### config.mk
export PLATFORM = sky130hd
export DESIGN_NAME = hex_record_loader_core
export DESIGN_NICKNAME = d
export VERILOG_FILES = /design/src/rtl/hrl_pkg.sv /design/src/rtl/hex_record_loader_core.sv
export SDC_FILE = /design/constraint.sdc
export NUM_CORES = 1
export LEC_CHECK = 0
export BUFFER_PORTS_ARGS = -buffer_cell sky130_fd_sc_hd__buf_4
export CAP_MARGIN = 30
export CORE_MARGIN = 2
export CORE_UTILIZATION = 35
export CTS_CLUSTER_DIAMETER = 50
export DETAILED_ROUTE_END_ITERATION = 12
export GPL_TIMING_DRIVEN = 0
export SYNTH_ARGS = -nofsm -noshare
export SYNTH_HDL_FRONTEND = slang
export SYNTH_SLANG_ARGS = --single-unit
### constraint.sdc
create_clock -name aclk -period 4.81 [get_ports aclk]
set_input_delay 0.2405 -clock aclk [delete_from_list [all_inputs] [get_ports aclk]]
set_output_delay 0.2405 -clock aclk [all_outputs]
set_load 0.05 [all_outputs]
### src/rtl/hrl_pkg.sv
// hrl_pkg: constants and the hex digit decoder for the hex record loader
// no dependencies

package hrl_pkg;

    localparam int ADDR_BITS      = 16;
    localparam int POS_BITS       = 10;
    localparam int ADDR_SUM_BITS  = 17;

    localparam logic [7:0] COLON_CHAR = 8'h3A;
    localparam logic [7:0] ZERO_CHAR  = 8'h30;

    localparam logic [POS_BITS-1:0] POS_MAX        = {POS_BITS{1'b1}};
    localparam logic [POS_BITS-1:0] POS_LEN_HI     = POS_BITS'(1);
    localparam logic [POS_BITS-1:0] POS_LEN_LO     = POS_BITS'(2);
    localparam logic [POS_BITS-1:0] POS_ADDR_FIRST = POS_BITS'(3);
    localparam logic [POS_BITS-1:0] POS_ADDR_LAST  = POS_BITS'(6);
    localparam logic [POS_BITS-1:0] POS_TYPE_HI    = POS_BITS'(7);
    localparam logic [POS_BITS-1:0] POS_TYPE_LO    = POS_BITS'(8);
    localparam logic [POS_BITS-1:0] FIRST_DATA_POS = POS_BITS'(9);
    localparam logic [POS_BITS-1:0] ACT_POS        = POS_BITS'(11);

    localparam logic [7:0] BYTE_INDEX_MAX = 8'hFF;

    // wrap mask for the load address, applied before cutting to 16 bits
    localparam logic [ADDR_SUM_BITS-1:0] ADDR_MASK =
        (ADDR_BITS >= ADDR_SUM_BITS) ? {ADDR_SUM_BITS{1'b1}}
                                     : ADDR_SUM_BITS'((64'd1 << ADDR_BITS) - 64'd1);

    // non-hex characters decode as zero
    function automatic logic [3:0] hex_nibble(input logic [7:0] c);
        logic [3:0] n;
        n = 4'd0;
        if (c >= 8'h30 && c <= 8'h39) begin
            n = 4'(c - 8'h30);
        end else if (c >= 8'h41 && c <= 8'h46) begin
            n = 4'(c - 8'h41 + 8'd10);
        end else if (c >= 8'h61 && c <= 8'h66) begin
            n = 4'(c - 8'h61 + 8'd10);
        end
        return n;
    endfunction

endpackage

### src/rtl/hex_record_loader_core.sv
// hex_record_loader_core: decodes the data records of hex text into byte writes
// depends on hrl_pkg
//
// output: registered; a write appears on m_axis in the cycle after the input transfer that releases it
// throughput: one character per cycle while the result side keeps taking
// transfers; the single output register is the only buffering
// reset: synchronous, active low on aresetn; clears record state and output valid

module hex_record_loader_core (
    input  logic        aclk,
    input  logic        aresetn,
    input  logic        s_axis_tvalid,
    output logic        s_axis_tready,
    input  logic [7:0]  s_axis_tdata,   // [7:0] text_char
    input  logic        s_axis_tlast,   // end_of_text
    output logic        m_axis_tvalid,
    input  logic        m_axis_tready,
    output logic [23:0] m_axis_tdata    // [15:0] write_address, [23:16] write_byte
);
    import hrl_pkg::*;

    logic                in_record_reg, in_record_next;
    logic [POS_BITS-1:0] char_position_reg, char_position_next;
    logic [7:0]          record_length_reg, record_length_next;
    logic [15:0]         record_address_reg, record_address_next;
    logic                type_is_data_reg, type_is_data_next;
    logic [3:0]          high_nibble_reg, high_nibble_next;
    logic [7:0]          byte_index_reg, byte_index_next;
    logic [7:0]          pending_byte_reg, pending_byte_next;
    logic                pending_valid_reg, pending_valid_next;

    logic                out_valid_reg;
    logic [15:0]         out_address_reg, out_address_next;
    logic [7:0]          out_byte_reg, out_byte_next;

    logic                accept;
    logic                emit;
    logic [7:0]          emit_index;
    logic [3:0]          nib;
    logic [7:0]          value;
    logic [ADDR_SUM_BITS-1:0] addr_sum;
    logic [POS_BITS-1:0] p;

    assign s_axis_tready = !out_valid_reg || m_axis_tready;
    assign accept        = s_axis_tvalid && s_axis_tready;

    assign nib   = hex_nibble(s_axis_tdata);
    assign value = {high_nibble_reg, nib};
    assign p     = char_position_reg;

    always_comb begin
        in_record_next      = in_record_reg;
        char_position_next  = char_position_reg;
        record_length_next  = record_length_reg;
        record_address_next = record_address_reg;
        type_is_data_next   = type_is_data_reg;
        high_nibble_next    = high_nibble_reg;
        byte_index_next     = byte_index_reg;
        pending_byte_next   = pending_byte_reg;
        pending_valid_next  = pending_valid_reg;
        emit                = 1'b0;
        emit_index          = byte_index_reg;
        out_byte_next       = value;

        if (s_axis_tdata == COLON_CHAR) begin
            in_record_next      = 1'b1;
            char_position_next  = POS_LEN_HI;
            record_length_next  = 8'd0;
            record_address_next = 16'd0;
            type_is_data_next   = 1'b1;
            high_nibble_next    = 4'd0;
            byte_index_next     = 8'd0;
            pending_byte_next   = 8'd0;
            pending_valid_next  = 1'b0;
        end else if (in_record_reg) begin
            if (p == POS_LEN_LO) begin
                record_length_next = value;
            end else if (p >= POS_ADDR_FIRST && p <= POS_ADDR_LAST) begin
                record_address_next = {record_address_reg[11:0], nib};
            end else if (p == POS_TYPE_HI || p == POS_TYPE_LO) begin
                if (s_axis_tdata != ZERO_CHAR) begin
                    type_is_data_next = 1'b0;
                end
            end else if (p >= FIRST_DATA_POS && p[0]) begin
                // high digit of a data byte; the twelfth character releases the first byte
                if (p == ACT_POS && pending_valid_reg) begin
                    emit               = 1'b1;
                    emit_index         = 8'd0;
                    out_byte_next      = pending_byte_reg;
                    pending_valid_next = 1'b0;
                end
                high_nibble_next = nib;
            end else if (p > FIRST_DATA_POS) begin
                if (type_is_data_reg && byte_index_reg < record_length_reg) begin
                    if (p < ACT_POS) begin
                        pending_byte_next  = value;
                        pending_valid_next = 1'b1;
                    end else begin
                        emit = 1'b1;
                    end
                end
                if (byte_index_reg != BYTE_INDEX_MAX) begin
                    byte_index_next = byte_index_reg + 8'd1;
                end
            end
            if (p == POS_LEN_HI || p == POS_ADDR_FIRST) begin
                high_nibble_next = nib;
            end
            if (p != POS_MAX) begin
                char_position_next = p + POS_BITS'(1);
            end
        end

        if (s_axis_tlast) begin
            in_record_next     = 1'b0;
            pending_valid_next = 1'b0;
        end
    end

    assign addr_sum         = (ADDR_SUM_BITS'(record_address_reg) + ADDR_SUM_BITS'(emit_index))
                              & ADDR_MASK;
    assign out_address_next = addr_sum[15:0];

    always_ff @(posedge aclk) begin
        if (!aresetn) begin
            in_record_reg      <= 1'b0;
            char_position_reg  <= '0;
            record_length_reg  <= 8'd0;
            record_address_reg <= 16'd0;
            type_is_data_reg   <= 1'b1;
            high_nibble_reg    <= 4'd0;
            byte_index_reg     <= 8'd0;
            pending_byte_reg   <= 8'd0;
            pending_valid_reg  <= 1'b0;
            out_valid_reg      <= 1'b0;
        end else begin
            if (accept) begin
                in_record_reg      <= in_record_next;
                char_position_reg  <= char_position_next;
                record_length_reg  <= record_length_next;
                record_address_reg <= record_address_next;
                type_is_data_reg   <= type_is_data_next;
                high_nibble_reg    <= high_nibble_next;
                byte_index_reg     <= byte_index_next;
                pending_byte_reg   <= pending_byte_next;
                pending_valid_reg  <= pending_valid_next;
                out_valid_reg      <= emit;
            end else if (m_axis_tready) begin
                out_valid_reg <= 1'b0;
            end
        end
    end

    always_ff @(posedge aclk) begin
        if (accept && emit) begin
            out_address_reg <= out_address_next;
            out_byte_reg    <= out_byte_next;
        end
    end

    assign m_axis_tvalid = out_valid_reg;
    assign m_axis_tdata  = {out_byte_reg, out_address_reg};

`ifndef SYNTHESIS
    // a pending first byte only lives inside an open record
    a_pending_in_record: assert property (@(posedge aclk) disable iff (!aresetn)
        pending_valid_reg |-> in_record_reg)
        else $error("pending byte outside a record");

    // a marked final character always closes the record
    a_last_closes: assert property (@(posedge aclk) disable iff (!aresetn)
        (s_axis_tvalid && s_axis_tready && s_axis_tlast) |=> !in_record_reg)
        else $error("record still open after end of text");

    // a colon opens a record at position one
    a_colon_opens: assert property (@(posedge aclk) disable iff (!aresetn)
        (s_axis_tvalid && s_axis_tready && !s_axis_tlast && s_axis_tdata == COLON_CHAR)
        |=> (in_record_reg && char_position_reg == POS_LEN_HI))
        else $error("colon did not open a record");

    // no write comes out before the first data byte has been released
    a_no_early_write: assert property (@(posedge aclk) disable iff (!aresetn)
        (s_axis_tvalid && s_axis_tready && char_position_reg < ACT_POS
         && s_axis_tdata != COLON_CHAR) |=> !m_axis_tvalid)
        else $error("write issued before the twelfth character");
`endif

endmodule
==> impl_metrics.yaml <==
synthesis:
  yosys-top-cells-count: "58 x dfxtp_1, 33 x nor2_1, 28 x nand2_1"
  synth_most_common_cell: "dfxtp_1"
  synth_edf_count: 24
  synth-seq-cells: 82
  synth_top_area_share: 0.273
  syn-instance-count: 437
  synthesis.nets: 476
  syn_area_per_cell_um2: 9.72
  syn_area_um2: 4250
  async_flop_share: 0
  synth_top_area_cell: "dfxtp_1"
  yosys-top-cells-area: "dfxtp_1 27%, edfxtp_1 17%, ha_1 7.4%"
  synthFlopType: "dfxtp_1"
  yosysSeqAreaShare: 0.443
  yosys_warnings: 0
  synth_cell_types: 61
final_layout:
  drive_gt1_frac: 0.151
  fin_cells: 638
  design_area_um2: 5020
  final_nets: 525
  n_antenna_cell: 0
  multi_input_area_um2: 2210
  area_growth_pct: 18.1
  fillers: 1190
  seq_area_um2: 1880
routing:
  vias: 3377
  drtPass1Iterations: 4
  routed_wl_mm: 9.80
  viasPerCell: 5.29
  route.detailed.drc: 0
  postRouteAntennaNets: 0
  wl_per_cell_um: 15.4
  drt_iter0_markers: 122
pwr:
  intPower_mw: 1.08
  vdd.ir_drop.worst_mv: 0.171
  p_leak_nw: 1.86
  p_comb_frac: 0.027
  p_seq_frac: 0.500
  p_clk_frac: 0.473
  p_sw_mw: 0.329
  power_density_nw_per_um2: 282
  power.share.switching: 0.233
floorplanning:
  fp.dieW_um: 114
  ioPinCount: 39
  core_area_um2: 11900
  core.rowCount: 40
  start_util: 0.357
  dieArea_um2: 13000
  die_h_um: 114
grt:
  gr-total-overflow: 0
  grt.total_usage: 0.158
  antenna_found_initial: 0
  grt_pass1_wl_mm: 16.4
  first_global_vias: 3359
  grt_max_degree: 20
timing:
  rsz0062_at_grt: "no"
  worst_pin_slew_ns: 0.895
  final-max-slew-violation-count: 0
  relSlewSlack: 0.388
  hold_violations: 0
  fmax_mhz: 230
  fin_crit_ns: 4.35
  tns_ns: 0
  finalSetupViolCount: 0
  fin_crit_sh: 0.904
  clock_skew_ns: 0.00890
  final.setup.worst_slack_ns: 0.462
critical_path:
  cp_max_fo: 10
  cp.required_ns: 4.90
  slowest_delay_ns: 0.58
  path_cells: "or4_4, or2_0, buf_2, nor4_1, nand3_2, clkbuf_1, and2_1, ha_1, nor2b_1, o21ai_0, a21o_1, a21oi_1, nand3_1, xnor2_1"
  arrival_ns: 4.44
  start_kind: "flop"
  worst-setup-path-type: "reg -> reg"
  cp-end-kind: "flop"
  cp_slowest_cell: "or4_4"
flow_run:
  maxCapViolCount: 0
clocking:
  cts_tree: "yes"
  clockBufferDepth: 2
  clk_latency_ns: 0.34
  hold_buffers: 0
  cts_resized: 0
  cts_setup_buffers: 0
  clockRootBuffer: "clkbuf_16"
  clk_pin_slew_worst_paths_ns: 0.07
  numCtsBuffers: 9
  htree_levels: 3
  cts_sinks: 82
place:
  place_ws_ns: 0.488
  dp_hpwl_mm: 7.38
  post_dp_cell_area_um2: 4730
  io_buffer_count: 37
  gp_congestion: 0.865
  dp_cells: 622
status:
  outcome: "complete, no violations"
hold_path:
  hold_path_class: "in -> reg"
[worst max-delay path, delay by kind of cell, from the launching register on]
family,cells,cell delay (ns)
simple gates,7,2.23
flops,1,0.34
buf+inv,2,0.45
xor+xnor,1,0.14
fa+ha+maj,1,0.32
compound gates,3,0.64
[layout make-up]
type                    count  area share
repair buffers             38      0.0584
clock inverters             7      0.0130
clock buffers               9      0.0449
plain buffers              18      0.0155
inverters                  21      0.0157
well taps                 147      0.0367
flip-flops and latches     82       0.375
multi-input cells         316       0.441
[power by group through the flow]
stage / combinational, mW / clock (mW) / sequential, mW
after floorplan: 0.0198 / 0 / 0.722
after CTS: 0.0382 / 0.685 / 0.707
final: 0.0381 / 0.668 / 0.707
after global placement: 0.0373 / 0 / 0.722
after detailed placement: 0.0381 / 0 / 0.722
after global routing: 0.0417 / 0.716 / 0.706
[layout by cell type, fill, tap and decap left out, drive strengths merged, types with 3 or more instances in the layout]
cell,netlist,routed
a211oi,3,3
a21o,7,7
a21oi,23,23
a22o,21,21
a22oi,7,7
a311oi,3,3
a32o,3,3
and2,12,12
and3,4,4
and4,4,4
buf,4,42
clkbuf,14,23
dfxtp,58,58
edfxtp,24,24
ha,25,25
inv,21,26
mux2,8,8
mux2i,3,3
nand2,28,28
nand3,17,17
nand4,5,5
nor2,33,33
nor2b,6,6
nor3,12,12
nor3b,5,5
nor4,4,4
o211ai,3,3
o21ai,14,14
o21bai,3,3
or2,3,3
or3,7,7
xnor2,22,22
[stage by stage]
step | total power, mW | hold WS (ns) | util
5_1_grt | 1.46 | 0.108 | 0.421
3_3_place_gp | 0.760 | 0.449 | 0.395
3_5_place_dp | 0.760 | 0.461 | 0.397
6_report | 1.41 | 0.113 | 0.421
4_1_cts | 1.43 | 0.104 | 0.421
2_1_floorplan | 0.742 | 0.349 | -
[kinds of logic after synthesis]
kind of cell / share of synthesized area
simple gates: 0.198
compound gates: 0.166
flops: 0.443
buf+inv: 0.0368
fa+ha+maj: 0.0784
xor+xnor: 0.0495
mux: 0.0283
[metal layers]
layer | vias up | GRT usage | wire (µm)
met4 | 0 | 0.0626 | 207
li1 | 1713 | - | -
met3 | 16 | 0.0334 | 355
met2 | 72 | 0.267 | 4660
met1 | 1576 | 0.197 | 4570
met5 | - | 0 | 0
[worst paths after layout]
check / startpoint / to / slack, ns / depth (start not counted)
worst max-delay path: char_position_reg[4] / out_address_reg[12] / 0.46 / 14
worst min-delay path: s_axis_tlast / in_record_reg / 0.11 / 2
worst max register to register: char_position_reg[4] / out_address_reg[12] / 0.46 / 14
worst min register to register: pending_byte_reg[7] / pending_byte_reg[7] / 0.48 / 1
Power figures use the tool's default switching activity.
